<file path="config.mk">
export PLATFORM = sky130hd
export DESIGN_NAME = psrt_scale
export DESIGN_NICKNAME = d
export VERILOG_FILES = /design/src/hdl/psrt_pkg.sv /design/src/hdl/psrt_scale.sv
export SDC_FILE = /design/constraint.sdc
export NUM_CORES = 2
export LEC_CHECK = 0
export BUFFER_PORTS_ARGS = -buffer_cell sky130_fd_sc_hd__buf_4
export CORE_ASPECT_RATIO = 0.5
export CORE_MARGIN = 8
export CORE_UTILIZATION = 51
export CTS_BUF_LIST = sky130_fd_sc_hd__clkbuf_16
export CTS_CLUSTER_SIZE = 14
export DETAILED_ROUTE_END_ITERATION = 8
export PLACE_DENSITY = 0.7
export SYNTH_ARGS = -nofsm -noshare
export SYNTH_HDL_FRONTEND = slang
export SYNTH_SLANG_ARGS = --single-unit
</file>
<file path="constraint.sdc">
create_clock -name i_clk -period 9.9 [get_ports i_clk]
set_input_delay 2.97 -clock i_clk [delete_from_list [all_inputs] [get_ports i_clk]]
set_output_delay 2.97 -clock i_clk [all_outputs]
set_load 0.005 [all_outputs]
</file>
<file path="src/hdl/psrt_pkg.sv">
`default_nettype none
package psrt_pkg;

    localparam int COORD_WIDTH        = 16;
    localparam int TRIG_FRAC_BITS     = 14;
    localparam int SCALE_FRAC_BITS    = 8;
    localparam int ANGLE_STEP_DEGREES = 5;
    localparam int FULL_TURN          = 360;
    localparam int STEP_COUNT         = FULL_TURN / ANGLE_STEP_DEGREES;
    localparam int QUARTER_STEPS      = STEP_COUNT / 4;
    localparam int QW                 = $clog2(QUARTER_STEPS + 1);

    localparam int LANE_BITS = 16;
    localparam int IDX_W     = 7;
    localparam int MODE_W    = 3;
    localparam int ANGLE_W   = 3 * IDX_W;
    localparam int REG_W     = 3 * LANE_BITS;
    localparam int CFG_IDX_W = 3;

    // datapath widths
    localparam int TW    = TRIG_FRAC_BITS + 2;
    localparam int DW    = COORD_WIDTH + 1;
    localparam int SPW   = COORD_WIDTH + LANE_BITS;
    localparam int M1W   = TW + DW;
    localparam int R1W   = TRIG_FRAC_BITS + COORD_WIDTH + 2;
    localparam int M2W   = TW + R1W;
    localparam int S2W   = M2W + 1;
    localparam int X2W   = R1W + 1;
    localparam int M3W   = TW + X2W;
    localparam int S3W   = M3W + 1;
    localparam int SAT_W = 64;

    localparam int PIPE_LATENCY = 11;

    localparam int MODE_SCALE = 0;
    localparam int MODE_ROT   = 1;
    localparam int MODE_TRANS = 2;

    localparam logic [CFG_IDX_W-1:0] CFG_MODE   = 3'd0;
    localparam logic [CFG_IDX_W-1:0] CFG_ANGLE  = 3'd1;
    localparam logic [CFG_IDX_W-1:0] CFG_SCALE  = 3'd2;
    localparam logic [CFG_IDX_W-1:0] CFG_CENTER = 3'd3;
    localparam logic [CFG_IDX_W-1:0] CFG_OFFSET = 3'd4;

    localparam logic [REG_W-1:0] SCALE_RESET = 48'h0100_0100_0100;

    localparam longint COORD_MAX = (longint'(1) << (COORD_WIDTH - 1)) - 1;
    localparam longint COORD_MIN = -COORD_MAX - 1;

    // sin 0..90 deg, Q1.14
    localparam int QUARTER_SINE [QUARTER_STEPS + 1] = '{
        0, 1428, 2845, 4240, 5604, 6924, 8192, 9397, 10531, 11585,
        12551, 13421, 14189, 14849, 15396, 15825, 16135, 16322, 16384
    };

    typedef struct packed {
        logic signed [TW-1:0] sx;
        logic signed [TW-1:0] cx;
        logic signed [TW-1:0] sy;
        logic signed [TW-1:0] cy;
        logic signed [TW-1:0] sz;
        logic signed [TW-1:0] cz;
    } t_trig;

    typedef struct packed {
        logic [MODE_W-1:0] mode;
        logic [REG_W-1:0]  scale;
        logic [REG_W-1:0]  center;
        logic [REG_W-1:0]  offset;
        t_trig             trig;
    } t_cfg;

    typedef struct packed {
        logic signed [COORD_WIDTH-1:0] x;
        logic signed [COORD_WIDTH-1:0] y;
        logic signed [COORD_WIDTH-1:0] z;
    } t_xyz;

    typedef struct packed {
        logic valid;
        t_xyz c;
    } t_point;

    function automatic logic signed [LANE_BITS-1:0] lane(input logic [REG_W-1:0] r,
                                                          input logic [1:0] k);
        return r[k*LANE_BITS +: LANE_BITS];
    endfunction

    function automatic logic signed [COORD_WIDTH-1:0] saturate(
        input logic signed [SAT_W-1:0] v);
        logic signed [COORD_WIDTH-1:0] res;
        if (v > COORD_MAX) begin
            res = COORD_WIDTH'(COORD_MAX);
        end else if (v < COORD_MIN) begin
            res = COORD_WIDTH'(COORD_MIN);
        end else begin
            res = v[COORD_WIDTH-1:0];
        end
        return res;
    endfunction

    function automatic logic [IDX_W-1:0] wrap_index(input logic [IDX_W-1:0] i);
        return (i >= IDX_W'(STEP_COUNT)) ? i - IDX_W'(STEP_COUNT) : i;
    endfunction

    function automatic logic [IDX_W-1:0] cos_index(input logic [IDX_W-1:0] i);
        logic [IDX_W:0] j;
        j = {1'b0, i} + (IDX_W + 1)'(QUARTER_STEPS);
        if (j >= (IDX_W + 1)'(STEP_COUNT)) begin
            j = j - (IDX_W + 1)'(STEP_COUNT);
        end
        return j[IDX_W-1:0];
    endfunction

    function automatic logic signed [TW-1:0] sine_at(input logic [IDX_W-1:0] i);
        logic [1:0]           q;
        logic [IDX_W-1:0]     r;
        logic signed [TW-1:0] m;
        if (i >= IDX_W'(3 * QUARTER_STEPS)) begin
            q = 2'd3;
            r = i - IDX_W'(3 * QUARTER_STEPS);
        end else if (i >= IDX_W'(2 * QUARTER_STEPS)) begin
            q = 2'd2;
            r = i - IDX_W'(2 * QUARTER_STEPS);
        end else if (i >= IDX_W'(QUARTER_STEPS)) begin
            q = 2'd1;
            r = i - IDX_W'(QUARTER_STEPS);
        end else begin
            q = 2'd0;
            r = i;
        end
        if (q[0]) begin
            m = TW'(QUARTER_SINE[QW'(QUARTER_STEPS) - r[QW-1:0]]);
        end else begin
            m = TW'(QUARTER_SINE[r[QW-1:0]]);
        end
        return q[1] ? -m : m;
    endfunction

endpackage
`default_nettype wire

</file>
<file path="src/hdl/psrt_scale.sv">
`default_nettype none
module psrt_scale import psrt_pkg::*; (
    input  wire logic   i_clk,
    input  wire logic   i_rst_n,
    input  wire t_cfg   i_cfg,
    input  wire t_point i_pt,
    output t_point      o_pt
);

    localparam logic signed [SPW-1:0] BIAS = SPW'((longint'(1) << SCALE_FRAC_BITS) - 1);

    logic                  r1_valid;
    t_xyz                  r1_p;
    logic signed [SPW-1:0] r1_mx, r1_my, r1_mz;
    t_point                r2_pt;
    t_xyz                  n_s;

    always_ff @(posedge i_clk) begin
        if (!i_rst_n) begin
            r1_valid    <= 1'b0;
            r2_pt.valid <= 1'b0;
        end else begin
            r1_valid    <= i_pt.valid;
            r2_pt.valid <= r1_valid;
        end
    end

    always_ff @(posedge i_clk) begin
        r1_p  <= i_pt.c;
        r1_mx <= i_pt.c.x * lane(i_cfg.scale, 2'd0);
        r1_my <= i_pt.c.y * lane(i_cfg.scale, 2'd1);
        r1_mz <= i_pt.c.z * lane(i_cfg.scale, 2'd2);
        r2_pt.c <= n_s;
    end

    // divide by 2^frac, toward zero, then clamp; pass the point through when scale mode is off
    always_comb begin
        logic signed [SPW-1:0] bx, by, bz, tx, ty, tz;
        bx = r1_mx[SPW-1] ? BIAS : SPW'(0);
        by = r1_my[SPW-1] ? BIAS : SPW'(0);
        bz = r1_mz[SPW-1] ? BIAS : SPW'(0);
        tx = (r1_mx + bx) >>> SCALE_FRAC_BITS;
        ty = (r1_my + by) >>> SCALE_FRAC_BITS;
        tz = (r1_mz + bz) >>> SCALE_FRAC_BITS;
        if (i_cfg.mode[MODE_SCALE]) begin
            n_s.x = saturate(SAT_W'(tx));
            n_s.y = saturate(SAT_W'(ty));
            n_s.z = saturate(SAT_W'(tz));
        end else begin
            n_s = r1_p;
        end
    end

    assign o_pt = r2_pt;

endmodule
`default_nettype wire

</file>
==> metrics.md <==
| Metric | Value |
|---|---|
| Status | finished clean |
| Vias per Instance | 5.200 |
| Vias | 25.14k |
| Register area share after synthesis | 10.84% |
| Crit-path max FO | 17 |
| FILL cells | 6205 |
| Pins Over Slew Limit | 0 |
| Starting Density | 51.73% |
| Largest net degree at the start of global routing | 43 |
| GPL Wtd Cong | 0.8659 |
| IO Port Bufs | 148 |
| Crit end category | flop |
| Min-Delay Path Class | reg2reg |
| Share of cells above drive strength 1 | 5.531% |
| CTS root buffer | clkbuf_16 |
| CP Data Required Time | 10.25 ns |
| Clk Latency, worst-skew pair | 0.46 ns |
| First-pass GRT wire length | 139.5 mm |
| Synth cell types | 86 |
| TritonCTS clock tree | done |
| Final period util | 87.38% |
| # setup viols final | 0 |
| Die area | 79500 um2 |
| Most common library cells after synthesis | inv_1 (908), fa_1 (786), nand2_1 (431) |
| Final Hold Fails | 0 |
| Grt ovf | 0 |
| Top-count cell post-synth | inv_1 |
| Hold Buf Count CTS | 0 |
| H-tree depth | 4 |
| Share of synthesized registers carrying an async set or reset | 0% |
| Kind of critical path | in2reg |
| CTS Sinks | 194 |
| Die width | 390.8 um |
| Yosys warnings | 0 |
| Remaining antenna violation count | 0 |
| Max cap viols | 0 |
| Synth Flop Type | dfxtp_1 |
| Area leader, netlist | fa_1 |
| Syn Nets | 5164 |
| Total setup buffers inserted after CTS | 0 |
| Synthesized flop and latch total | 194 |
| Cts bufs inserted | 17 |
| P&R area growth vs syn | 6.957% |
| Max Root-Sink Buffers | 2 |
| Min Tclk post-route | 8.651 ns |
| Dpl hpwl | 66.68 mm |
| Post-synth EDFFs | 0 |
| Crit start category | primary input |
| Met2 WL post-DR | 40.89 mm |
| Slew headroom | 32.15% |
| Synth Area per Inst | 9.386 um2 |
| Synth area leaders | fa_1 (44%), dfxtp_1 (11%), inv_1 (9.5%) |
| DRT iter0 DRCs | 1178 |
| Io pins | 343 |
| Top Metal Used | met5 |
| Tot GR Track Use | 21.24% |
| Vias in the first global route | 28.19k |
| Setup tns final | 0 ns |
| Met3 WL | 3.702 mm |
| Worst EP arrival | 9.00 ns |
| Drt wl/cell | 16.74 um |
| Drt first pass iters | 7 |
| Row cnt | 68 |
| RSZ-0062 raised after global routing | false |
| Fmax | 115.6 MHz |
| Post-synthesis cell count | 3817 |
| Routed metal-1 wirelength | 34.38 mm |
| Chip height | 203.4 um |
| Layout net count | 5221 |
| DRC | 0 |
| Initial antenna violation count | 3 |
| Area share of the largest cell type after synthesis | 43.92% |
| Core footprint | 69260 um2 |
| Final wirelength | 80.91 mm |
| Cell area after synthesis | 35830 um2 |
| Slew at the pin closest to its max-slew limit | 1.013 ns |
| Post-CTS sizing | 0 |
| Setup Skew | 0.01302 ns |
| Worst-path clk slew | 0.08 ns |
-- critical path: stages --
cell and delay [ns]:
buf_4 0.24, nand2_1 0.13, fa_1 0.55, inv_1 0.05
fa_1 0.50, inv_1 0.06, fa_1 0.53, inv_1 0.05
fa_1 0.49, fa_1 0.51, inv_1 0.05, fa_1 0.49
inv_1 0.05, ha_1 0.35, and4_1 0.28, nand4_1 0.15
or3_1 0.36, o22ai_1 0.26, a221oi_1 0.21, o311ai_0 0.38
o211ai_1 0.18, xnor2_1 0.16
-- worst paths after layout --
path	from	end	slack, ns	cells past startpoint
max	i_pt[7]	r1_mz[30]	1.25	22
min	r1_p[31]	o_pt[31]	0.45	2
max reg2reg	r1_mz[31]	o_pt[1]	6.32	9
min reg2reg	r1_p[31]	o_pt[31]	0.45	2
-- state kept, by name, summed over array words and instances (netlist names) --
register / cells
o_pt: 49
r1_mx: 32
r1_my: 32
r1_mz: 32
r1_p: 48
r1_valid: 1
-- metrics by stage --
stage / cell area (um2) / instances / worst slack [ns] / utilization (%) / hold slack (ns)
6_report: 38320 / 4834 / 1.249 / 55.33 / 0.4543
5_1_grt: 38310 / 4832 / 0.9061 / 55.32 / 0.4724
4_1_cts: 38310 / 4832 / 1.287 / 55.32 / 0.4566
3_5_place_dp: 37700 / 4800 / 0.8010 / 54.44 / 0.4408
3_3_place_gp: 37700 / 4800 / 0.8207 / 54.44 / 0.4147
2_1_floorplan: 35830 / 3817 / 1.254 / - / 0.4052
-- routing by layer --
| layer | up-vias | track usage [%] |
|---|---|---|
| met3 | 143 | 2.616 |
| met4 | 4 | 6.352 |
| met1 | 12740 | 26.84 |
| met5 | - | 0 |
| li1 | 11580 | - |
| met2 | 671 | 38.28 |
-- area by class of cell --
type / instances / area (um2) / area share, %
Inverter: 908 / 3408 / 8.894
Tap cell: 945 / 1182 / 3.086
Timing Repair Buffer: 153 / 1149 / 2.997
Clock inverter: 15 / 186.4 / 0.4865
Sequential cell: 194 / 3884 / 10.14
Antenna cell: 2 / 5.005 / 0.01306
Clock buffer: 17 / 425.4 / 1.110
Multi-Input combinational cell: 2600 / 28080 / 73.28
-- cells by family after synthesis --
group | share of synthesized area [%]
compound gates | 6.332
xor+xnor | 3.471
fa+ha+maj | 53.24
buf+inv | 10.78
flops | 10.84
mux | 0.1432
simple gates | 15.18
-- layout by cell type (no fill, tap or decap), types with 6 or more instances in the layout --
master | synthesis | final
and4_1 | 9 | 9
dfxtp_1 | 194 | 194
o311ai_0 | 12 | 12
ha_1 | 267 | 267
a21oi_1 | 71 | 71
o21bai_1 | 14 | 14
xnor2_1 | 101 | 101
clkbuf_16 | 0 | 17
a211oi_1 | 11 | 11
nor4_1 | 6 | 6
or3_1 | 13 | 13
nor3_1 | 21 | 21
o221ai_1 | 18 | 18
nor2_1 | 93 | 93
o21ai_0 | 46 | 46
xor2_1 | 41 | 41
and3_1 | 21 | 21
o21ai_1 | 9 | 9
a22oi_1 | 10 | 10
inv_1 | 908 | 908
o211ai_1 | 8 | 8
a21o_1 | 29 | 29
fa_1 | 786 | 786
nand2b_1 | 19 | 19
buf_4 | 1 | 153
and2_1 | 383 | 383
a21boi_0 | 11 | 11
o21a_1 | 12 | 12
nand4_1 | 21 | 21
nand3_1 | 25 | 25
a31oi_1 | 8 | 8
o31ai_1 | 7 | 7
nor2b_1 | 9 | 9
nand2_1 | 431 | 431
Power is not shown: default switching activity piles up to over one toggle a cycle in this logic, so the estimate is an artifact.
