==> config.mk <==
export PLATFORM = sky130hd
export DESIGN_NAME = psrt_cfg
export DESIGN_NICKNAME = d
export VERILOG_FILES = /design/src/hdl/psrt_pkg.sv /design/src/hdl/psrt_cfg.sv
export SDC_FILE = /design/constraint.sdc
export NUM_CORES = 1
export LEC_CHECK = 0
export ABC_AREA = 1
export BUFFER_PORTS_ARGS = -buffer_cell sky130_fd_sc_hd__buf_4
export CAP_MARGIN = 40
export CORE_MARGIN = 2
export CORE_UTILIZATION = 53
export DETAILED_ROUTE_END_ITERATION = 8
export PLACE_DENSITY = 0.88
export RECOVER_POWER = 50
export SLEW_MARGIN = 20
export SYNTH_ARGS = -nofsm -noshare
export SYNTH_HDL_FRONTEND = slang
export SYNTH_SLANG_ARGS = --single-unit
export TNS_END_PERCENT = 20
==> constraint.sdc <==
create_clock -name i_clk -period 4.87 [get_ports i_clk]
set_input_delay 1.2175 -clock i_clk [delete_from_list [all_inputs] [get_ports i_clk]]
set_output_delay 1.2175 -clock i_clk [all_outputs]
set_load 0.05 [all_outputs]
==> src/hdl/psrt_pkg.sv <==
`default_nettype none
package psrt_pkg;

    localparam int COORD_WIDTH        = 16;
    localparam int TRIG_FRAC_BITS     = 14;
    localparam int SCALE_FRAC_BITS    = 8;
    localparam int ANGLE_STEP_DEGREES = 5;
    localparam int FULL_TURN          = 360;
    localparam int STEP_COUNT         = FULL_TURN / ANGLE_STEP_DEGREES;
    localparam int QUARTER_STEPS      = STEP_COUNT / 4;
    localparam int QW                 = $clog2(QUARTER_STEPS + 1);

    localparam int LANE_BITS = 16;
    localparam int IDX_W     = 7;
    localparam int MODE_W    = 3;
    localparam int ANGLE_W   = 3 * IDX_W;
    localparam int REG_W     = 3 * LANE_BITS;
    localparam int CFG_IDX_W = 3;

    // datapath widths
    localparam int TW    = TRIG_FRAC_BITS + 2;
    localparam int DW    = COORD_WIDTH + 1;
    localparam int SPW   = COORD_WIDTH + LANE_BITS;
    localparam int M1W   = TW + DW;
    localparam int R1W   = TRIG_FRAC_BITS + COORD_WIDTH + 2;
    localparam int M2W   = TW + R1W;
    localparam int S2W   = M2W + 1;
    localparam int X2W   = R1W + 1;
    localparam int M3W   = TW + X2W;
    localparam int S3W   = M3W + 1;
    localparam int SAT_W = 64;

    localparam int PIPE_LATENCY = 11;

    localparam int MODE_SCALE = 0;
    localparam int MODE_ROT   = 1;
    localparam int MODE_TRANS = 2;

    localparam logic [CFG_IDX_W-1:0] CFG_MODE   = 3'd0;
    localparam logic [CFG_IDX_W-1:0] CFG_ANGLE  = 3'd1;
    localparam logic [CFG_IDX_W-1:0] CFG_SCALE  = 3'd2;
    localparam logic [CFG_IDX_W-1:0] CFG_CENTER = 3'd3;
    localparam logic [CFG_IDX_W-1:0] CFG_OFFSET = 3'd4;

    localparam logic [REG_W-1:0] SCALE_RESET = 48'h0100_0100_0100;

    localparam longint COORD_MAX = (longint'(1) << (COORD_WIDTH - 1)) - 1;
    localparam longint COORD_MIN = -COORD_MAX - 1;

    // sin 0..90 deg, Q1.14
    localparam int QUARTER_SINE [QUARTER_STEPS + 1] = '{
        0, 1428, 2845, 4240, 5604, 6924, 8192, 9397, 10531, 11585,
        12551, 13421, 14189, 14849, 15396, 15825, 16135, 16322, 16384
    };

    typedef struct packed {
        logic signed [TW-1:0] sx;
        logic signed [TW-1:0] cx;
        logic signed [TW-1:0] sy;
        logic signed [TW-1:0] cy;
        logic signed [TW-1:0] sz;
        logic signed [TW-1:0] cz;
    } t_trig;

    typedef struct packed {
        logic [MODE_W-1:0] mode;
        logic [REG_W-1:0]  scale;
        logic [REG_W-1:0]  center;
        logic [REG_W-1:0]  offset;
        t_trig             trig;
    } t_cfg;

    typedef struct packed {
        logic signed [COORD_WIDTH-1:0] x;
        logic signed [COORD_WIDTH-1:0] y;
        logic signed [COORD_WIDTH-1:0] z;
    } t_xyz;

    typedef struct packed {
        logic valid;
        t_xyz c;
    } t_point;

    function automatic logic signed [LANE_BITS-1:0] lane(input logic [REG_W-1:0] r,
                                                          input logic [1:0] k);
        return r[k*LANE_BITS +: LANE_BITS];
    endfunction

    function automatic logic signed [COORD_WIDTH-1:0] saturate(
        input logic signed [SAT_W-1:0] v);
        logic signed [COORD_WIDTH-1:0] res;
        if (v > COORD_MAX) begin
            res = COORD_WIDTH'(COORD_MAX);
        end else if (v < COORD_MIN) begin
            res = COORD_WIDTH'(COORD_MIN);
        end else begin
            res = v[COORD_WIDTH-1:0];
        end
        return res;
    endfunction

    function automatic logic [IDX_W-1:0] wrap_index(input logic [IDX_W-1:0] i);
        return (i >= IDX_W'(STEP_COUNT)) ? i - IDX_W'(STEP_COUNT) : i;
    endfunction

    function automatic logic [IDX_W-1:0] cos_index(input logic [IDX_W-1:0] i);
        logic [IDX_W:0] j;
        j = {1'b0, i} + (IDX_W + 1)'(QUARTER_STEPS);
        if (j >= (IDX_W + 1)'(STEP_COUNT)) begin
            j = j - (IDX_W + 1)'(STEP_COUNT);
        end
        return j[IDX_W-1:0];
    endfunction

    function automatic logic signed [TW-1:0] sine_at(input logic [IDX_W-1:0] i);
        logic [1:0]           q;
        logic [IDX_W-1:0]     r;
        logic signed [TW-1:0] m;
        if (i >= IDX_W'(3 * QUARTER_STEPS)) begin
            q = 2'd3;
            r = i - IDX_W'(3 * QUARTER_STEPS);
        end else if (i >= IDX_W'(2 * QUARTER_STEPS)) begin
            q = 2'd2;
            r = i - IDX_W'(2 * QUARTER_STEPS);
        end else if (i >= IDX_W'(QUARTER_STEPS)) begin
            q = 2'd1;
            r = i - IDX_W'(QUARTER_STEPS);
        end else begin
            q = 2'd0;
            r = i;
        end
        if (q[0]) begin
            m = TW'(QUARTER_SINE[QW'(QUARTER_STEPS) - r[QW-1:0]]);
        end else begin
            m = TW'(QUARTER_SINE[r[QW-1:0]]);
        end
        return q[1] ? -m : m;
    endfunction

endpackage
`default_nettype wire

==> src/hdl/psrt_cfg.sv <==
`default_nettype none
module psrt_cfg import psrt_pkg::*; (
    input  wire logic                 i_clk,
    input  wire logic                 i_rst_n,
    input  wire logic                 i_cfg_we,
    input  wire logic [CFG_IDX_W-1:0] i_cfg_index,
    input  wire logic [REG_W-1:0]     i_cfg_data,
    output t_cfg                      o_cfg
);

    logic [MODE_W-1:0]  r_mode;
    logic [ANGLE_W-1:0] r_angle;
    logic [REG_W-1:0]   r_scale;
    logic [REG_W-1:0]   r_center;
    logic [REG_W-1:0]   r_offset;
    t_trig              r_trig;
    t_trig              n_trig;

    always_ff @(posedge i_clk) begin
        if (!i_rst_n) begin
            r_mode   <= '0;
            r_angle  <= '0;
            r_scale  <= SCALE_RESET;
            r_center <= '0;
            r_offset <= '0;
        end else if (i_cfg_we) begin
            unique case (i_cfg_index)
                CFG_MODE:   r_mode   <= i_cfg_data[MODE_W-1:0];
                CFG_ANGLE:  r_angle  <= i_cfg_data[ANGLE_W-1:0];
                CFG_SCALE:  r_scale  <= i_cfg_data;
                CFG_CENTER: r_center <= i_cfg_data;
                CFG_OFFSET: r_offset <= i_cfg_data;
                default: ;
            endcase
        end
    end

    always_comb begin
        logic [IDX_W-1:0] ix, iy, iz;
        ix = wrap_index(r_angle[0*IDX_W +: IDX_W]);
        iy = wrap_index(r_angle[1*IDX_W +: IDX_W]);
        iz = wrap_index(r_angle[2*IDX_W +: IDX_W]);
        n_trig.sx = sine_at(ix);
        n_trig.cx = sine_at(cos_index(ix));
        n_trig.sy = sine_at(iy);
        n_trig.cy = sine_at(cos_index(iy));
        n_trig.sz = sine_at(iz);
        n_trig.cz = sine_at(cos_index(iz));
    end

    // trig lookup registered; the user must see that angles only change while idle, which the block leaves unchecked
    always_ff @(posedge i_clk) begin
        r_trig <= n_trig;
    end

    always_comb begin
        o_cfg.mode   = r_mode;
        o_cfg.scale  = r_scale;
        o_cfg.center = r_center;
        o_cfg.offset = r_offset;
        o_cfg.trig   = r_trig;
    end

endmodule
`default_nettype wire

==> summary.txt, run 1 <==
Run status
  – Status: finished with violations
  – Failing checks: max-capacitance violations, max-slew violations

Final layout
  – Post-route cell area: roughly 25000 sq um
  – Multi-input gate area: 13500 sq um
  – Count of non-filler cells in the finished layout: between 4000 and 5000
  – Fill cells: 3086
  – Number of diodes added for antenna fixing: 0
  – Fraction of final layout cells sized beyond drive strength 1: about a quarter
  – Net count reported at finish: 3693
  – Sequential Area: roughly 5300 sq um
  – End-of-flow core utilization: 68.6%
  – Synth-to-Final Area Change: 28.2%

Route
  – Vias after detailed routing: approximately 22000
  – DRC marker count from the first detailed-route iteration: about 1900
  – Routed length per instance: ~16 um
  – Sum of routed wire length over all layers: around 63 mm
  – Final antenna-violating net count: 0
  – Via count normalized by instance count: 5.52
  – Drt first pass iters: 7
  – Drt drc: 0

Worst setup path
  – Critical path capture point type: register
  – Maximum fanout along the worst path: 6
  – Cell family contributing the most delay on the critical path: simple AND/OR/NAND/NOR gates
  – Path type of the worst setup path: reg -> reg
  – Crit-path slowest cell: dfxtp_1
  – Number of logic stages on the critical path including buffering: 43
  – Crit start category: register
  – Required time of the critical path: ~5300 ps
  – Critical path arrival: between 5000 and 6000 ps
  – Start point of the critical path: r_angle[17]
  – Crit-path max cell delay: around 330 ps
  – Worst Reg2Reg Path Length in Cells: between 40 and 50
  – Buf+Inv Stages, Crit Path: 10
  – Source of the worst register-to-register timing path: r_angle[17]

STA
  – Final worst setup slack: 95.6 ps
  – Hold Violations, Final: 0
  – Post-layout min period: around 4800 ps
  – Setup TNS Final: 0 ps
  – Unrepaired setup endpoints after global routing: yes
  – Share of the cycle needed by the critical path after routing: between 90% and 100%
  – Max Transition Viols Final: between 50 and 60
  – Clk_skew: about 15 ps
  – Fmax: ~210 MHz
  – Post-Route Hold Slack: roughly 440 ps
  – Normalized max-slew margin: -17.1%
  – Final setup violating endpoints: 0
  – Worst Tran Pin Value: ~1800 ps

Clocking
  – Maximum level of the CTS H-tree: 1
  – TritonCTS sink count: 264
  – Number of buffers on the longest clock path: 3
  – Number of CTS-inserted buffers: 29
  – Post-cts hold buffer count: 0
  – Clock root cell: clkbuf_16
  – Clock insertion delay at the later pin of the skew report: just under 600 ps
  – TritonCTS clock tree: yes
  – Clock-pin slew reported for the worst setup and hold paths after clock tree synthesis: roughly 60 ps

Synth
  – Cell with the most instances after synthesis: nand2_1
  – Area share of the leading cell type in the synthesized netlist: around 27%
  – Most instantiated cells after synthesis: 813 x nand2_1, 401 x nor2_1, 318 x inv_1
  – Ranking of synthesized cells by area: dfxtp_1 27%, nand2_1 16%, o21ai_0 8.0%
  – Async S/R FF share, synth: 0%
  – Synthesized Nets: between 3000 and 4000
  – Post-synth EDFFs: 0
  – Simple-gate area share of the yosys netlist: between 30 and 40%
  – Xor-xnor portion of the synthesized cell area: roughly 3.4%
  – Fraction of the mapped netlist area in compound gates: roughly 17%
  – Dominant combinational cell family by area after synthesis: simple AND/OR/NAND/NOR gates
  – Avg Cell Area, Syn: ~6.2 sq um
  – Leading area contributor after synthesis: dfxtp_1
  – Count of yosys warnings during synthesis: 0
  – Number of instances in the synthesized netlist: between 3000 and 4000
  – Register area share after synthesis: a little over a quarter
  – Netlist area before placement: just under 20000 sq um
  – Number of distinct library cell variants in the gate-level netlist after synthesis: 65
  – Most frequently used flop master after synthesis: dfxtp_1
  – Multiplexer fraction of the synthesized cell area: 0%
  – Register bit count reported by yosys: 264
  – Adder-Cell Fraction of Synth Area: around 6.2%

Hold path
  – Hold WC Path Type: reg -> reg
  – Worst hold start: r_center[45]
  – Hold path cells: 2

Power
  – PnR Total Power: roughly 12 mW
  – Max VDD drop: roughly 0.34 mV
  – PD cells: 462 nW/um^2
  – Leakage power summed over all cells: between 10 and 15 nW

Placement
  – Number of placed instances with taps included: between 3000 and 4000
  – Placement-stage worst setup slack: -140 ps
  – Detailed-placement wirelength estimate: between 40 and 50 mm
  – Placement Cell Area: 22700 sq um
  – Final weighted congestion of routability-driven global placement: between 0.9 and 1
  – Buffers added on ports: a little under 300

Global route
  – Vias in the first global route: 20262
  – GRT Overall Usage: between 30 and 40%
  – Maximum number of pins on one net before global-route repair: 82
  – Congestion Overflow GR: 0
  – Number of antenna violations at the first check in global routing: 0
  – First-pass GRT wire length: about 98 mm

Die
  – Initial standard-cell utilization of the core: 53.5%
  – Total I/O pin count: around 300
  – Core region area: about 36000 sq um
  – Die Span X: 196 um
  – Num rows: 70
  – Die Y: around 200 um
  – Total Die Area: between 30000 and 40000 sq um

Job
  – Maximum Capacitance Violations: 1
worst register-to-register path, delay by kind of cell, from the launching register on:
kind	cells	cell delay, ps
XOR/XNOR	1	140
adder cells (fa/ha/maj)	4	720
AO/OA/AOI/OAI	3	340
buffers and inverters	10	750
AND/OR/NAND/NOR	25	2380
flip-flops	1	330
flip-flops by register name, summed over array words and instances (netlist names):
name,flops
o_cfg,96
r_center,48
r_mode,3
r_angle,21
r_scale,48
r_offset,48
cell families after synthesis:
group,Yosys count
AND/OR/NAND/NOR,1655
flip-flops,264
XOR/XNOR,72
buffers and inverters,465
adder cells (fa/ha/maj),96
AO/OA/AOI/OAI,578
final timing paths:
| kind | end | slack, ps |
|---|---|---|
| worst max-delay path | o_cfg[9] | 100 |
| worst min-delay path | r_center[45] | 440 |
| worst max register to register | o_cfg[9] | 100 |
| worst min register to register | r_center[45] | 440 |
cells in the final DEF, fill, tap and decap left out, types with 7 or more instances in the layout:
cell type,Yosys,final
o21ai_1,25,28
clkbuf_16,0,29
a21oi_1,137,125
nor2_4,8,22
buf_4,6,353
ha_4,0,13
dfxtp_2,0,7
nand4_1,14,14
inv_2,35,51
nand2_2,71,105
a21oi_2,10,19
ha_1,96,70
o211ai_1,22,22
a31oi_1,11,8
clkbuf_1,69,122
o31ai_1,10,10
dfxtp_1,264,257
o21ai_0,310,299
or2_2,9,9
nand2_1,813,753
nand3_1,243,216
buf_6,12,10
nand3_4,1,15
nand2_4,18,40
ha_2,0,13
xor2_1,46,46
nand3_2,17,30
inv_1,318,287
xnor2_1,23,22
inv_4,2,12
o21ai_2,9,14
nor2_2,21,36
nand3b_1,10,10
nor3_1,18,16
nor2_1,401,372
report_power, final:
group / internal [mW] / switching, mW
clock network: 1.28 / 0.948
logic: 1.94 / 4.69
registers: 2.57 / 0.123
total: 5.78 / 5.76
final cells by class:
cell class                 count  share of cell area, %
multi-input combinational   2403                   53.9
sequential                   264                   21.2
timing repair buffer         487                   13.2
inverter                     358                   5.55
clock buffer                  38                   3.24
tap                          468                   2.34
clock inverter                15                  0.586
layer usage:
layer | global-route usage [%] | vias up | part of all wire (%)
li1 | - | 10871 | -
met1 | 36.6 | 10105 | 39
met2 | 52.6 | 1066 | 47
met3 | 7.46 | 231 | 9.3
met4 | 11.5 | 0 | 4.2
met5 | 0 | - | 0
repair_timing:
item	in CTS	in global routing
gates cloned	0	2
setup buffers	7	65
pin swaps	8	91
endpoints found under the setup margin	24	85
resized for setup	20	302
Note: power is estimated with default switching activity, not from simulation.
==> run 2, diff against run 1 <==
Settings changed: ABC_CLOCK_PERIOD_IN_PS set to 4870, BUFFER_PORTS_ARGS -buffer_cell sky130_fd_sc_hd__buf_4 to not set, CORE_UTILIZATION 53 to 59, DONT_BUFFER_PORTS set to 1, HOLD_SLACK_MARGIN set to 0.05.
==> summary.txt, run 2 (same netlist as run 1, synthesis figures left out) <==
Clocking
  – Clock insertion delay at the later pin of the skew report: 590 ps (about the same)
  – Clock-pin slew reported for the worst setup and hold paths after clock tree synthesis: 70 ps (about the same)
  – Clock root cell: clkbuf_16
  – Maximum level of the CTS H-tree: 1 (unchanged)
  – Number of CTS-inserted buffers: 27 (-6.9%)
  – Number of buffers on the longest clock path: 3 (unchanged)
  – TritonCTS clock tree: yes
  – TritonCTS sink count: 264 (unchanged)

Worst setup path
  – Buf+Inv Stages, Crit Path: 8 (-2)
  – Worst setup path endpoint: o_cfg[8]
  – Start point of the critical path: r_angle[18]
  – Capture instance of the worst register-to-register path: o_cfg[8]
  – Worst Reg2Reg Path Length in Cells: 43 (unchanged)
  – Source of the worst register-to-register timing path: r_angle[18]
  – CP dominant cell by count: nand2_2
  – Number of logic stages on the critical path including buffering: 43 (unchanged)
  – Required time of the critical path: 5350 ps (about the same)
  – Cell family contributing the most delay on the critical path: simple AND/OR/NAND/NOR gates
  – Path type of the worst setup path: reg -> reg
  – Crit-path slowest cell: dfxtp_2
  – Maximum fanout along the worst path: 8 (+2)
  – Critical path capture point type: register
  – Critical path arrival: 5250 ps (about the same)
  – Crit start category: register
  – Crit-path max cell delay: 330 ps (about the same)
  – Worst reg2reg setup slack: 100 ps (about the same)

STA
  – Post-layout min period: 4770 ps (-2.78 ps)
  – Normalized max-slew margin: -39.7% (-23 points)
  – Max Transition Viols Final: 149 (+180%)
  – Fmax: 210 MHz (about the same)
  – Final worst setup slack: 98.3 ps (+2.78 ps)
  – Worst Tran Pin Value: 2100 ps (+339 ps)
  – Final setup violating endpoints: 0 (unchanged)
  – Share of the cycle needed by the critical path after routing: 98.0% (about the same)
  – Hold Violations, Final: 0 (unchanged)
  – Clk_skew: 24.9 ps (+9.68 ps)
  – Unrepaired setup endpoints after global routing: yes

Die
  – Num rows: 66 (-5.7%)
  – Total Die Area: 34500 sq um (-10%)
  – Core region area: 32500 sq um (-11%)
  – Initial standard-cell utilization of the core: 59.9% (+6.4 points)
  – Die Y: 186 um (-5.1%)
  – Total I/O pin count: 297 (unchanged)
  – Die Span X: 186 um (-5.1%)

Placement
  – Buffers added on ports: 0 (-100%)
  – Detailed-placement wirelength estimate: 44.5 mm (-1.2%)
  – Placement-stage worst setup slack: -158 ps (-17.5 ps)
  – Final weighted congestion of routability-driven global placement: 0.975 (-0.92%)
  – Number of placed instances with taps included: 3585 (-8.2%)
  – Placement Cell Area: 20500 sq um (-10%)

Hold path
  – Hold WC Path Type: reg -> reg
  – Worst hold start: r_angle[4]

Global route
  – Number of antenna violations at the first check in global routing: 1 (+1)
  – Congestion Overflow GR: 0 (unchanged)
  – Vias in the first global route: 19884 (-1.9%)
  – First-pass GRT wire length: 95.7 mm (-2.3%)
  – Maximum number of pins on one net before global-route repair: 169 (+110%)
  – GRT Overall Usage: 33.5% (+3.1 points)

Power
  – Combinational fraction of design power: 45.0% (-12 points)
  – Clock power frac: 19.2% (about the same)
  – Share of power burned in registers: 35.8% (+12 points)
  – Sw Share: 50.0% (+0.13 points)
  – Internal power: 5.74 mW (-0.65%)
  – Max VDD drop: 0.414 mV (+22%)
  – PD cells: 486 nW/um^2 (+5.3%)
  – Switching pwr: 5.75 mW (-0.13%)
  – Leakage power summed over all cells: 11.5 nW (-7.3%)

Route
  – Via count normalized by instance count: 5.79 (+4.8%)
  – Drt first pass iters: 6 (-1)
  – Final antenna-violating net count: 0 (unchanged)
  – DRC marker count from the first detailed-route iteration: 1963 (+3.5%)
  – Sum of routed wire length over all layers: 63.1 mm (-0.21%)
  – Drt drc: 0 (unchanged)
  – Vias after detailed routing: 21584 (-3.1%)
  – Routed length per instance: 16.9 um (+7.9%)

Job
  – Maximum Capacitance Violations: 4 (+3)

Final layout
  – Number of diodes added for antenna fixing: 0 (unchanged)
  – Net count reported at finish: 3418 (-7.4%)
  – Fraction of final layout cells sized beyond drive strength 1: 22.1% (-1.6 points)
  – Synth-to-Final Area Change: 21.2%
  – End-of-flow core utilization: 72.6% (+4.0 points)
  – Count of non-filler cells in the finished layout: 3730 (-7.5%)
  – Leading cell type in the layout, fill and taps excluded: nand2_1
  – Post-route cell area: 23600 sq um (-5.4%)
  – Fill cells: 2676 (-13%)
  – Multi-input gate area: 13700 sq um (+1.9%)
  – Commonest cells after routing, fill and taps aside: 729 x nand2_1, 376 x nor2_1, 298 x o21ai_0, 277 x inv_1, 257 x dfxtp_1
  – Sequential Area: 5300 sq um (about the same)
  – Number of flip-flops under the largest register name: 96 (unchanged)

Run status
  – Status: finished with violations
  – Failing checks: max-capacitance violations, max-slew violations
[run 2: final cells by class]
type / instances / area share (%)
Inverter: 358 / 5.88
Tap cell: 442 / 2.34
Multi-Input combinational cell: 2401 / 58.1
Sequential cell: 264 / 22.4
Timing Repair Buffer: 216 / 7.20
Clock inverter: 13 / 0.768
Clock buffer: 36 / 3.26
[run 2: worst min-delay path by stage]
| stage | endpoint | slack [ps] | depth (start not counted) |
|---|---|---|---|
| 2_1_floorplan | r_angle[4] | 470 | 2 |
| 3_3_place_gp | r_angle[4] | 480 | 2 |
| 3_5_place_dp | r_angle[20] | 500 | 2 |
| 4_1_cts | r_angle[4] | 520 | 2 |
| 5_1_grt | r_angle[4] | 520 | 2 |
| 6_report | r_angle[4] | 490 | 2 |
[run 2: routing by layer]
layer / global-route usage, % / routed length (um) / vias up
met2: 57.4 / 30000 / 1165
li1: - / - / 10317
met5: 0 / 19 / -
met3: 7.77 / 5910 / 259
met4: 16.1 / 3370 / 2
met1: 39.4 / 23800 / 9841
[run 2: repair_timing]
item                       in CTS  in global routing
resized for setup              32                378
setup endpoints to repair      43                 84
setup buffers                   6                 89
hold buffers                    0                  0
cloned                          0                  1
pin swaps                       7                124
[run 2: power groups by stage]
| stage | combinational, mW | clock [mW] | sequential [mW] |
|---|---|---|---|
| after floorplan | 3.19 | 0 | 4.09 |
| after global placement | 4.05 | 0 | 4.16 |
| after detailed placement | 4.12 | 0 | 4.17 |
| after CTS | 4.21 | 2.24 | 4.12 |
| after global routing | 5.71 | 2.30 | 4.17 |
| final | 5.18 | 2.20 | 4.11 |
[run 2: tightest hold or removal path, stage by stage, from the launching register on]
cell	delay, ps
dfxtp_2	330
inv_2	70
a21oi_1	60
[run 2: metrics by stage]
stage                     hold slack (ps)  total power, mW  TNS [ps]
after floorplan                       468             7.27     -86.3
after global placement                484             8.21         0
after detailed placement              502             8.29     -2860
after CTS                             518             10.6     -69.0
after global routing                  515             12.2     -4380
final                                 494             11.5         0
