--- src/hdl/psrt_pkg.sv ---
`default_nettype none
package psrt_pkg;

    localparam int COORD_WIDTH        = 16;
    localparam int TRIG_FRAC_BITS     = 14;
    localparam int SCALE_FRAC_BITS    = 8;
    localparam int ANGLE_STEP_DEGREES = 5;
    localparam int FULL_TURN          = 360;
    localparam int STEP_COUNT         = FULL_TURN / ANGLE_STEP_DEGREES;
    localparam int QUARTER_STEPS      = STEP_COUNT / 4;
    localparam int QW                 = $clog2(QUARTER_STEPS + 1);

    localparam int LANE_BITS = 16;
    localparam int IDX_W     = 7;
    localparam int MODE_W    = 3;
    localparam int ANGLE_W   = 3 * IDX_W;
    localparam int REG_W     = 3 * LANE_BITS;
    localparam int CFG_IDX_W = 3;

    // datapath widths
    localparam int TW    = TRIG_FRAC_BITS + 2;
    localparam int DW    = COORD_WIDTH + 1;
    localparam int SPW   = COORD_WIDTH + LANE_BITS;
    localparam int M1W   = TW + DW;
    localparam int R1W   = TRIG_FRAC_BITS + COORD_WIDTH + 2;
    localparam int M2W   = TW + R1W;
    localparam int S2W   = M2W + 1;
    localparam int X2W   = R1W + 1;
    localparam int M3W   = TW + X2W;
    localparam int S3W   = M3W + 1;
    localparam int SAT_W = 64;

    localparam int PIPE_LATENCY = 11;

    localparam int MODE_SCALE = 0;
    localparam int MODE_ROT   = 1;
    localparam int MODE_TRANS = 2;

    localparam logic [CFG_IDX_W-1:0] CFG_MODE   = 3'd0;
    localparam logic [CFG_IDX_W-1:0] CFG_ANGLE  = 3'd1;
    localparam logic [CFG_IDX_W-1:0] CFG_SCALE  = 3'd2;
    localparam logic [CFG_IDX_W-1:0] CFG_CENTER = 3'd3;
    localparam logic [CFG_IDX_W-1:0] CFG_OFFSET = 3'd4;

    localparam logic [REG_W-1:0] SCALE_RESET = 48'h0100_0100_0100;

    localparam longint COORD_MAX = (longint'(1) << (COORD_WIDTH - 1)) - 1;
    localparam longint COORD_MIN = -COORD_MAX - 1;

    // sin 0..90 deg, Q1.14
    localparam int QUARTER_SINE [QUARTER_STEPS + 1] = '{
        0, 1428, 2845, 4240, 5604, 6924, 8192, 9397, 10531, 11585,
        12551, 13421, 14189, 14849, 15396, 15825, 16135, 16322, 16384
    };

    typedef struct packed {
        logic signed [TW-1:0] sx;
        logic signed [TW-1:0] cx;
        logic signed [TW-1:0] sy;
        logic signed [TW-1:0] cy;
        logic signed [TW-1:0] sz;
        logic signed [TW-1:0] cz;
    } t_trig;

    typedef struct packed {
        logic [MODE_W-1:0] mode;
        logic [REG_W-1:0]  scale;
        logic [REG_W-1:0]  center;
        logic [REG_W-1:0]  offset;
        t_trig             trig;
    } t_cfg;

    typedef struct packed {
        logic signed [COORD_WIDTH-1:0] x;
        logic signed [COORD_WIDTH-1:0] y;
        logic signed [COORD_WIDTH-1:0] z;
    } t_xyz;

    typedef struct packed {
        logic valid;
        t_xyz c;
    } t_point;

    function automatic logic signed [LANE_BITS-1:0] lane(input logic [REG_W-1:0] r,
                                                          input logic [1:0] k);
        return r[k*LANE_BITS +: LANE_BITS];
    endfunction

    function automatic logic signed [COORD_WIDTH-1:0] saturate(
        input logic signed [SAT_W-1:0] v);
        logic signed [COORD_WIDTH-1:0] res;
        if (v > COORD_MAX) begin
            res = COORD_WIDTH'(COORD_MAX);
        end else if (v < COORD_MIN) begin
            res = COORD_WIDTH'(COORD_MIN);
        end else begin
            res = v[COORD_WIDTH-1:0];
        end
        return res;
    endfunction

    function automatic logic [IDX_W-1:0] wrap_index(input logic [IDX_W-1:0] i);
        return (i >= IDX_W'(STEP_COUNT)) ? i - IDX_W'(STEP_COUNT) : i;
    endfunction

    function automatic logic [IDX_W-1:0] cos_index(input logic [IDX_W-1:0] i);
        logic [IDX_W:0] j;
        j = {1'b0, i} + (IDX_W + 1)'(QUARTER_STEPS);
        if (j >= (IDX_W + 1)'(STEP_COUNT)) begin
            j = j - (IDX_W + 1)'(STEP_COUNT);
        end
        return j[IDX_W-1:0];
    endfunction

    function automatic logic signed [TW-1:0] sine_at(input logic [IDX_W-1:0] i);
        logic [1:0]           q;
        logic [IDX_W-1:0]     r;
        logic signed [TW-1:0] m;
        if (i >= IDX_W'(3 * QUARTER_STEPS)) begin
            q = 2'd3;
            r = i - IDX_W'(3 * QUARTER_STEPS);
        end else if (i >= IDX_W'(2 * QUARTER_STEPS)) begin
            q = 2'd2;
            r = i - IDX_W'(2 * QUARTER_STEPS);
        end else if (i >= IDX_W'(QUARTER_STEPS)) begin
            q = 2'd1;
            r = i - IDX_W'(QUARTER_STEPS);
        end else begin
            q = 2'd0;
            r = i;
        end
        if (q[0]) begin
            m = TW'(QUARTER_SINE[QW'(QUARTER_STEPS) - r[QW-1:0]]);
        end else begin
            m = TW'(QUARTER_SINE[r[QW-1:0]]);
        end
        return q[1] ? -m : m;
    endfunction

endpackage
`default_nettype wire

--- src/hdl/psrt_translate.sv ---
`default_nettype none
module psrt_translate import psrt_pkg::*; (
    input  wire logic   i_clk,
    input  wire logic   i_rst_n,
    input  wire t_cfg   i_cfg,
    input  wire t_point i_pt,
    output t_point      o_pt
);

    t_point r_out;
    t_xyz   n_c;

    always_comb begin
        if (i_cfg.mode[MODE_TRANS]) begin
            n_c.x = saturate(SAT_W'(i_pt.c.x) + SAT_W'(lane(i_cfg.offset, 2'd0)));
            n_c.y = saturate(SAT_W'(i_pt.c.y) + SAT_W'(lane(i_cfg.offset, 2'd1)));
            n_c.z = saturate(SAT_W'(i_pt.c.z) + SAT_W'(lane(i_cfg.offset, 2'd2)));
        end else begin
            n_c = i_pt.c;
        end
    end

    always_ff @(posedge i_clk) begin
        if (!i_rst_n) begin
            r_out.valid <= 1'b0;
        end else begin
            r_out.valid <= i_pt.valid;
        end
    end

    always_ff @(posedge i_clk) begin
        r_out.c <= n_c;
    end

    assign o_pt = r_out;

`ifndef NO_ASSERTIONS
    a_pass_when_off: assert property (@(posedge i_clk) disable iff (!i_rst_n)
        (i_pt.valid && !i_cfg.mode[MODE_TRANS]) |=> (r_out.c == $past(i_pt.c)))
        else $error("translate bypass altered the point");
`endif

endmodule
`default_nettype wire

--- config.mk ---
export PLATFORM = sky130hd
export DESIGN_NAME = psrt_translate
export DESIGN_NICKNAME = d
export VERILOG_FILES = /design/src/hdl/psrt_pkg.sv /design/src/hdl/psrt_translate.sv
export SDC_FILE = /design/constraint.sdc
export NUM_CORES = 1
export LEC_CHECK = 0
export BUFFER_PORTS_ARGS = -buffer_cell sky130_fd_sc_hd__clkbuf_2
export CAP_MARGIN = 30
export CORE_AREA = 2 2 132 134
export DETAILED_ROUTE_END_ITERATION = 12
export DIE_AREA = 0 0 134 136
export SYNTH_ARGS = -nofsm -noshare
export SYNTH_HDL_FRONTEND = slang
export SYNTH_SLANG_ARGS = --single-unit
export TNS_END_PERCENT = 1
--- constraint.sdc ---
create_clock -name i_clk -period 2.9 [get_ports i_clk]
set_clock_uncertainty 0.05 [all_clocks]
set_input_delay 0.29 -clock i_clk [delete_from_list [all_inputs] [get_ports i_clk]]
set_output_delay 0.29 -clock i_clk [all_outputs]
set_load 0.05 [all_outputs]
==> results of run 1 <==
[layout make-up]
| cell class | count | area [um^2] | share of cell area |
|---|---|---|---|
| Tap cell | 225 | 282 | 0.0511 |
| Timing Repair Buffer | 190 | 1090 | 0.198 |
| Multi-Input combinational cell | 405 | 2830 | 0.514 |
| Clock inverter | 2 | 37.5 | 0.00681 |
| Clock buffer | 6 | 139 | 0.0252 |
| Inverter | 39 | 146 | 0.0266 |
| Sequential cell | 49 | 981 | 0.178 |
[worst max path at each step]
stage	slack, ns	to	startpoint
finish	0.18	o_pt[24]$_DFF_P_	i_cfg[112]
floorplan	0.21	o_pt[20]$_DFF_P_	i_cfg[112]
global route	0.05	o_pt[25]$_DFF_P_	i_cfg[112]
CTS	0.20	o_pt[24]$_DFF_P_	i_cfg[112]
global placement	-0.1	o_pt[20]$_DFF_P_	i_cfg[112]
detailed placement	-0.12	o_pt[20]$_DFF_P_	i_cfg[112]
[cells in the mapped netlist (all sizes together) (3+ instances only)]
master / number
xnor2: 23
a211oi: 6
o41ai: 3
o211a: 4
nand4: 3
xor2: 10
o22ai: 27
dfxtp: 49
inv: 39
a2111oi: 3
clkbuf: 11
buf: 3
a21o: 15
o21a: 6
fa: 3
nor2: 58
nand3: 9
nand2: 28
o21ai: 32
a21oi: 57
ha: 48
nor2b: 8
nand2b: 6
or3: 4
nor3: 8
o21bai: 4
[kinds of logic (layout without fill, tap and decap cells)]
family          after synthesis  in the layout  share of synthesized area
mux                           4              4                     0.0106
simple gates                132            132                      0.148
compound gates              183            183                      0.303
xor+xnor                     33             33                     0.0737
buf+inv                      53            237                     0.0519
fa+ha+maj                    53             53                      0.169
flops                        49             49                      0.244
[stage by stage]
stage / TNS, ns / power (mW) / setup WS (ns) / instances / hold WS (ns)
after floorplan: 0 / 1.87 / 0.212 / 507 / 0.362
after global placement: -0.723 / 2.33 / -0.0952 / 908 / 0.448
after detailed placement: -1.00 / 2.32 / -0.120 / 908 / 0.452
after CTS: 0 / 3.06 / 0.203 / 916 / 0.133
after global routing: 0 / 3.22 / 0.0463 / 916 / 0.135
final: 0 / 3.02 / 0.182 / 916 / 0.143
[power groups by stage]
stage | sequential, mW | clock [mW] | combinational (mW)
4_1_cts | 0.839 | 0.730 | 1.49
3_5_place_dp | 0.849 | 0 | 1.48
6_report | 0.837 | 0.703 | 1.48
3_3_place_gp | 0.853 | 0 | 1.47
5_1_grt | 0.847 | 0.760 | 1.62
2_1_floorplan | 1.23 | 0 | 0.638
[layer usage]
layer	global-route usage	wire length, um
met5	0	0
met4	0.0296	155
met3	0.0414	1100
met2	0.220	5520
met1	0.209	6520
[critical path: cells and delay by family]
kind	cells	cell delay (ns)
AOI/OAI and AO/OA	6	1.35
buffers and inverters	4	0.56
adders and majority gates	2	0.43
and+or+nand+nor	2	0.23
[placed cells by master (no fill, tap or decap), types with 5 or more instances in the layout]
| master | synthesis | layout |
|---|---|---|
| xor2_1 | 10 | 10 |
| a21oi_1 | 57 | 57 |
| nor2b_1 | 8 | 8 |
| nand2_1 | 28 | 28 |
| nand3_1 | 9 | 9 |
| dfxtp_1 | 49 | 49 |
| clkbuf_16 | 0 | 5 |
| clkbuf_2 | 0 | 148 |
| o21a_1 | 6 | 6 |
| xnor2_1 | 22 | 22 |
| o21ai_0 | 30 | 30 |
| nor3_1 | 8 | 8 |
| nor2_1 | 58 | 58 |
| nand2b_1 | 6 | 6 |
| inv_1 | 39 | 39 |
| a21o_1 | 15 | 15 |
| ha_1 | 48 | 48 |
| buf_4 | 0 | 39 |
| o22ai_1 | 27 | 27 |
==> metrics.cfg, run 1 <==
[status]
status = completed

[clock_tree]
cts_buffer_depth = 2
clk_pin_slew_ns = 0.07
cts_root_buffer = clkbuf_16
cts.sinks = 49
cts_tree = built
cts_buffers = 5
cts_hold_buf = 0
ctsHtreeMaxLevel = 2
post-cts-setup-buffers = 0
post_cts_resized = 0

[pwr]
seqPwrFrac = 0.277
power_density_nw_per_um2 = 548
sw_frac_of_total = 0.421
p_leak_nw = 2.77
comb_power_share = 0.490
vdd_drop_max_mv = 0.262
p_sw_mw = 1.27
power_frac_clock = 0.233
internal-power_mw = 1.75

[layout]
nets = 1035
n_antenna_cell = 0
fillers = 1793
area_growth_pct = 37.0
final_cell_area_um2 = 5510
utilization = 0.327
largest_register_ffs = 49
layout-drive-gt1-share = 0.304

[die]
initial_core_util = 0.238
die_w_um = 134
design.core.area_um2 = 16900
io_pins = 343
dieArea_um2 = 18200
rows = 48
die_y_um = 136

[critical_path]
cpPeakStageDelay_ns = 0.38
cp_cell_sequence = clkbuf_2 > ha_1 > inv_1 > fa_1 > nor2b_1 > o31a_1 > a31o_2 > o41ai_2 > nand4b_1 > a41oi_1 > buf_4 > o21ai_1 > buf_4 > o22ai_1
critPathMaxFanout = 5
cp.required_ns = 3.03
worstSetupPathType = input pin to flip-flop
cp-start-kind = input pin
crit_path_frequent_cell = buf_4
crit_arrival_ns = 2.85
crit_slowest_cell = o41ai_2
end_kind = flip-flop

[grt]
grt_usage = 0.147
grt_max_degree = 41
grt_pass1_wl_um = 21000
antenna_found_initial = 0
grt_pass1_vias = 4124
gr-total-overflow = 0

[placed_design]
placedInstanceArea_um2 = 5340
place.gp.congestion = 0.827
dpl.hpwl_um = 10900
port_buffers = 148

[routing]
route.vias.total = 4324
ant_nets = 0
vias_per_cell = 4.72
firstDrtPassIters = 5
routed_wl_um = 13300
drc_errors = 0
wl_per_cell_um = 14.5
drt-initial-drc-count = 204

[synthesis]
seq_area_frac_synth = 0.244
yosys-top-cells-area = dfxtp_1 24%, ha_1 15%, a21oi_1 7.1%, nor2_1 5.4%, xnor2_1 4.8%
synth-seq-cells = 49
synthFlopType = dfxtp_1
ys_warn_count = 0
synth_top_area_cell = dfxtp_1
ys_async_sr_fraction = 0
synth.distinct_cells = 64
synth_fp_nets = 852
syn_avg_cell_area_um2 = 7.93
synth_top_area_frac = 0.244
synth_edf_count = 0
syn_inst = 507
synth_area_um2 = 4020

[min_path]
whs_path_depth = 2
hold_start = i_rst_n
hp-class = input pin to flip-flop
holdPathEnd = o_pt[48]$_SDFF_PN0_

[sta]
slew_headroom = 0.605
grt_setup_unrepaired = no
drv_slew = 0
setup_viol = 0
fmax_mhz = 368
min_period_over_period = 0.937
worst_slew_pin_slew_ns = 0.578
hold_violations = 0
min_period_ns = 2.72

[job]
max_cap_violations = 0

Power figures use the tool's default switching activity.
==> run 2: changes to the inputs <==
--- a/config.mk
+++ b/config.mk
@@ -5,6 +5,7 @@
 export SDC_FILE = /design/constraint.sdc
 export NUM_CORES = 1
 export LEC_CHECK = 0
+export ABC_CLOCK_PERIOD_IN_PS = 2500
 export BUFFER_PORTS_ARGS = -buffer_cell sky130_fd_sc_hd__clkbuf_2
 export CAP_MARGIN = 30
 export CORE_AREA = 2 2 132 134
==> constraint.sdc (replaced) <==
create_clock -name i_clk -period 2.5 [get_ports i_clk]
set_clock_uncertainty 0.05 [all_clocks]
set_input_delay 0.25 -clock i_clk [delete_from_list [all_inputs] [get_ports i_clk]]
set_output_delay 0.25 -clock i_clk [all_outputs]
set_load 0.05 [all_outputs]
==> metrics.cfg, run 2 (synthesized netlist as in run 1, its figures left out) <==
[status]
status = completed

[sta]
min_period_ns = 2.48
fmax_mhz = 404
min_period_over_period = 0.990
drv_slew = 0
hold_violations = 0
grt_setup_unrepaired = yes
worst_slew_pin_slew_ns = 0.463
setup_tns_ns = 0
setup_viol = 0
whs_ns = 0.0974
slew_headroom = 0.689

[job]
max_cap_violations = 0

[grt]
grt_usage = 0.150
antenna_found_initial = 0
grt_max_degree = 47
grt_pass1_wl_um = 21500
gr-total-overflow = 0
grt_pass1_vias = 4361

[critical_path]
cp-start-kind = input pin
cp_top_family = compound AO/OA/AOI/OAI gates
worstSetupPathType = input pin to flip-flop
cp.required_ns = 2.64
cp_cell_sequence = clkbuf_2 > ha_4 > inv_2 > fa_2 > nor2b_1 > o31a_1 > a31o_2 > o41ai_2 > nand4b_1 > a41oi_2 > maj3_2 > mux2_2
crit_arrival_ns = 2.62
crit_slowest_cell = maj3_2
cp_num_buf_inv = 2
end_kind = flip-flop
critPathMaxFanout = 5
cpPeakStageDelay_ns = 0.35

[die]
die_w_um = 134
rows = 48
io_pins = 343
die_y_um = 136
design.core.area_um2 = 16900
dieArea_um2 = 18200
initial_core_util = 0.238

[pwr]
power_density_nw_per_um2 = 608
p_sw_mw = 1.52
power_frac_clock = 0.229
p_leak_nw = 3.05
seqPwrFrac = 0.265
sw_frac_of_total = 0.418
vdd_drop_max_mv = 0.358
total_power_mw = 3.64
internal-power_mw = 2.12
comb_power_share = 0.505

[clock_tree]
cts.sinks = 49
cts_hold_buf = 0
ctsHtreeMaxLevel = 2
cts_buffers = 5
clk_pin_slew_ns = 0.07
cts_buffer_depth = 2
cts_root_buffer = clkbuf_16
cts_tree = built

[routing]
drc_errors = 0
route.vias.total = 4501
ant_nets = 0
routed_wl_um = 13500
vias_per_cell = 4.62
firstDrtPassIters = 5
wl_per_cell_um = 13.9
drt-initial-drc-count = 184

[layout]
area_growth_pct = 49.0
nets = 1093
layout_common_cells = 148 x clkbuf_2, 98 x buf_4, 58 x nor2_1, 53 x a21oi_1, 49 x dfxtp_1
layout_commonest_cell = clkbuf_2
n_antenna_cell = 0
layout-drive-gt1-share = 0.377
final_cell_area_um2 = 5990
utilization = 0.355
largest_register_ffs = 49

[placed_design]
place.gp.congestion = 0.866
dpl.hpwl_um = 11200
placedInstanceArea_um2 = 5760
port_buffers = 148

[min_path]
hp-class = input pin to flip-flop

==> run 2: metrics by stage <==
stage                     setup slack (ns)  cells
after floorplan                     -0.133    507
after global placement              -0.448    963
after detailed placement            -0.434    963
after CTS                          -0.0223    971
after global routing               -0.0631    974
final                               0.0242    974
==> run 2: power by group through the flow <==
stage	combinational, mW	clock, mW	sequential (mW)
final	1.84	0.835	0.966
after global routing	2.00	0.889	0.976
after CTS	1.83	0.870	0.967
after detailed placement	1.81	0	0.979
after global placement	1.81	0	0.986
after floorplan	0.747	0	1.42
==> run 2: path summary, 6_finish.rpt <==
path | cells past startpoint | to | start
max | 12 | o_pt[20]$_DFF_P_ | i_pt[16]
min | 2 | o_pt[48]$_SDFF_PN0_ | i_pt[48]
==> run 2: timing repair <==
item / in CTS / in global routing
pin swaps: 2 / 4
setup buffers: 0 / 3
endpoints found under the setup margin: 7 / 22
gates resized for setup: 2 / 7
==> run 2: layout make-up <==
class | count | area [um^2]
clock buffer | 6 | 139
clock inverter | 2 | 37.5
fill | 1798 | 10900
inverter | 39 | 146
multi-input combinational | 405 | 2900
sequential | 49 | 981
tap | 225 | 282
timing repair buffer | 248 | 1510
==> run 2: routing by layer <==
metal / part of all wire / wire length (um) / GRT usage / vias up
met5: 0 / 0 / 0 / -
met4: 0.014 / 184 / 0.0420 / 0
met3: 0.087 / 1180 / 0.0488 / 13
met2: 0.42 / 5650 / 0.233 / 155
met1: 0.48 / 6510 / 0.200 / 2001
li1: - / - / - / 2332
==> run 3: changes to the inputs <==
--- a/config.mk
+++ b/config.mk
@@ -5,12 +5,13 @@
 export SDC_FILE = /design/constraint.sdc
 export NUM_CORES = 1
 export LEC_CHECK = 0
+export ABC_AREA = 1
 export ABC_CLOCK_PERIOD_IN_PS = 2500
 export BUFFER_PORTS_ARGS = -buffer_cell sky130_fd_sc_hd__clkbuf_2
 export CAP_MARGIN = 30
-export CORE_AREA = 2 2 132 134
+export CORE_AREA = 2 2 134 136
 export DETAILED_ROUTE_END_ITERATION = 12
-export DIE_AREA = 0 0 134 136
+export DIE_AREA = 0 0 136 138
 export SYNTH_ARGS = -nofsm -noshare
 export SYNTH_HDL_FRONTEND = slang
 export SYNTH_SLANG_ARGS = --single-unit
==> metrics.cfg, run 3 <==
[sta]
fmax_mhz = 482
worst_slew_pin_slew_ns = 0.447
min_period_over_period = 0.831
grt_setup_unrepaired = no
setup_viol = 0
setup_tns_ns = 0
min_period_ns = 2.08
fin_ws_ns = 0.424
drv_slew = 0
slew_headroom = 0.702
hold_violations = 0

[die]
io_pins = 343
initial_core_util = 0.275
die_w_um = 136
design.core.area_um2 = 17500
rows = 49
die_y_um = 138
dieArea_um2 = 18800

[placed_design]
place.gp.congestion = 0.869
place_ws_ns = 0.0748
port_buffers = 148
dpl.hpwl_um = 12100
dp.cells = 1178

[routing]
met3_length_um = 1030
ant_nets = 0
drc_errors = 0
drt-met1-wl_um = 6990
wl_per_cell_um = 12.5
vias_per_cell = 4.30
firstDrtPassIters = 5
routed_wl_um = 14800
drt-initial-drc-count = 226
top_layer = met5
route.vias.total = 5099
met2_length_um = 6240

[layout]
layout_commonest_cell = nand2_1
layout_common_cells = 353 x nand2_1, 148 x clkbuf_2, 91 x inv_1, 67 x nor2_1, 49 x dfxtp_1
fin_cells = 1186
n_antenna_cell = 0
utilization = 0.345
layout-drive-gt1-share = 0.237
fillers = 1993
area_growth_pct = 25.3
largest_register_ffs = 49
nets = 1301

[synthesis]
synth.distinct_cells = 31
synth_fp_nets = 1145
synth_area_um2 = 4820
ys_async_sr_fraction = 0
synth_edf_count = 0
synthFlopType = dfxtp_1
syn_avg_cell_area_um2 = 6.03
synth-seq-cells = 49
ys_warn_count = 0
syn_inst = 800
yosys-top-cells-area = nand2_1 27%, dfxtp_1 20%, ha_1 12%, inv_1 7.1%, nor2_1 5.2%
synth_top_area_frac = 0.275
synth_commonest_cells = 353 x nand2_1, 91 x inv_1, 67 x nor2_1, 49 x dfxtp_1, 48 x ha_1
synth_most_common_cell = nand2_1
seq_area_frac_synth = 0.203
synth_top_area_cell = nand2_1

[clock_tree]
clk_pin_slew_ns = 0.08
cts_buffers = 5
post-cts-setup-buffers = 0
cts_hold_buf = 0
post_cts_resized = 0
cts_buffer_depth = 2
cts_tree = built
ctsHtreeMaxLevel = 2
cts_root_buffer = clkbuf_16
cts.sinks = 49

[critical_path]
crit_arrival_ns = 2.23
cp-start-kind = input pin
critPathMaxFanout = 9
end_kind = flip-flop
worstSetupPathType = input pin to flip-flop
cp.required_ns = 2.66

[grt]
grt_usage = 0.162
gr-total-overflow = 0
grt_pass1_vias = 4973
grt_pass1_wl_um = 23900
antenna_found_initial = 2
grt_max_degree = 36

[min_path]
hp-class = input pin to flip-flop

[pwr]
vdd_drop_max_mv = 0.365
power_density_nw_per_um2 = 593
total_power_mw = 3.58
p_leak_nw = 3.66

[status]
status = completed

[job]
max_cap_violations = 0

-- run 3: changes by cell type in the layout (fill, tap and decap cells not counted), sizes merged, moves of 7 or more --
| cell | previous run | this run |
|---|---|---|
| nand2 | 28 | 377 |
| buf | 100 | 15 |
| inv | 39 | 98 |
| o21ai | 32 | 2 |
| o22ai | 27 | 0 |
| nor2 | 58 | 81 |
| a21oi | 57 | 36 |
| nand3 | 9 | 29 |
| a21o | 15 | 0 |
| xnor2 | 23 | 10 |
| nor2b | 8 | 0 |
| xor2 | 10 | 18 |
| and2 | 2 | 9 |
-- run 3: worst paths after layout --
check,start,endpoint,slack (ns),cells past startpoint
worst min-delay path,i_pt[48],o_pt[48]$_SDFF_PN0_,0.07,3
worst max-delay path,i_cfg[96],o_pt[40]$_DFF_P_,0.42,17
-- run 3: logic make-up (layout without fill, tap and decap cells) --
kind of cell,Yosys count,in the layout,synth area share
AOI/OAI and AO/OA,46,46,0.0529
DFF,49,49,0.203
adders and majority gates,51,51,0.137
and+or+nand+nor,514,514,0.460
buffers and inverters,112,269,0.0960
xor gates and xnor gates,28,28,0.0508
-- run 3: layer usage --
| layer | vias up | GRT usage |
|---|---|---|
| li1 | 2767 | - |
| met1 | 2153 | 0.206 |
| met2 | 148 | 0.258 |
| met3 | 27 | 0.0418 |
| met4 | 4 | 0.0691 |
| met5 | - | 0 |
-- run 3: area by class of cell --
class | count | area, um^2 | share of cell area
clock inverter | 3 | 25.0 | 0.00414
tap | 229 | 287 | 0.0474
sequential | 49 | 981 | 0.162
clock buffer | 5 | 125 | 0.0207
multi-input combinational | 639 | 3380 | 0.559
timing repair buffer | 163 | 878 | 0.145
inverter | 98 | 368 | 0.0609
-- run 3: power breakdown --
part           total (mW)  internal [mW]  switching (mW)
clock network       0.751          0.378           0.373
logic                1.88          0.594            1.29
registers           0.948          0.911          0.0366
-- run 3: critical path: stages --
cell,delay [ns]
clkbuf_2,0.12
ha_1,0.20
inv_1,0.06
fa_1,0.40
inv_1,0.07
nand2_1,0.04
nand2_1,0.09
nand3_1,0.11
nand2_2,0.11
nand2_2,0.06
nand3_2,0.08
nand2_4,0.09
nor2_8,0.22
buf_12,0.15
nor2_2,0.03
nor2_1,0.09
nor2_1,0.05
-- run 3: stage by stage --
stage	area (um^2)	hold slack [ns]
6_report	6040	0.0652
5_1_grt	6040	0.0858
4_1_cts	6040	0.0548
3_5_place_dp	5890	0.393
3_3_place_gp	5890	0.382
2_1_floorplan	4820	0.293
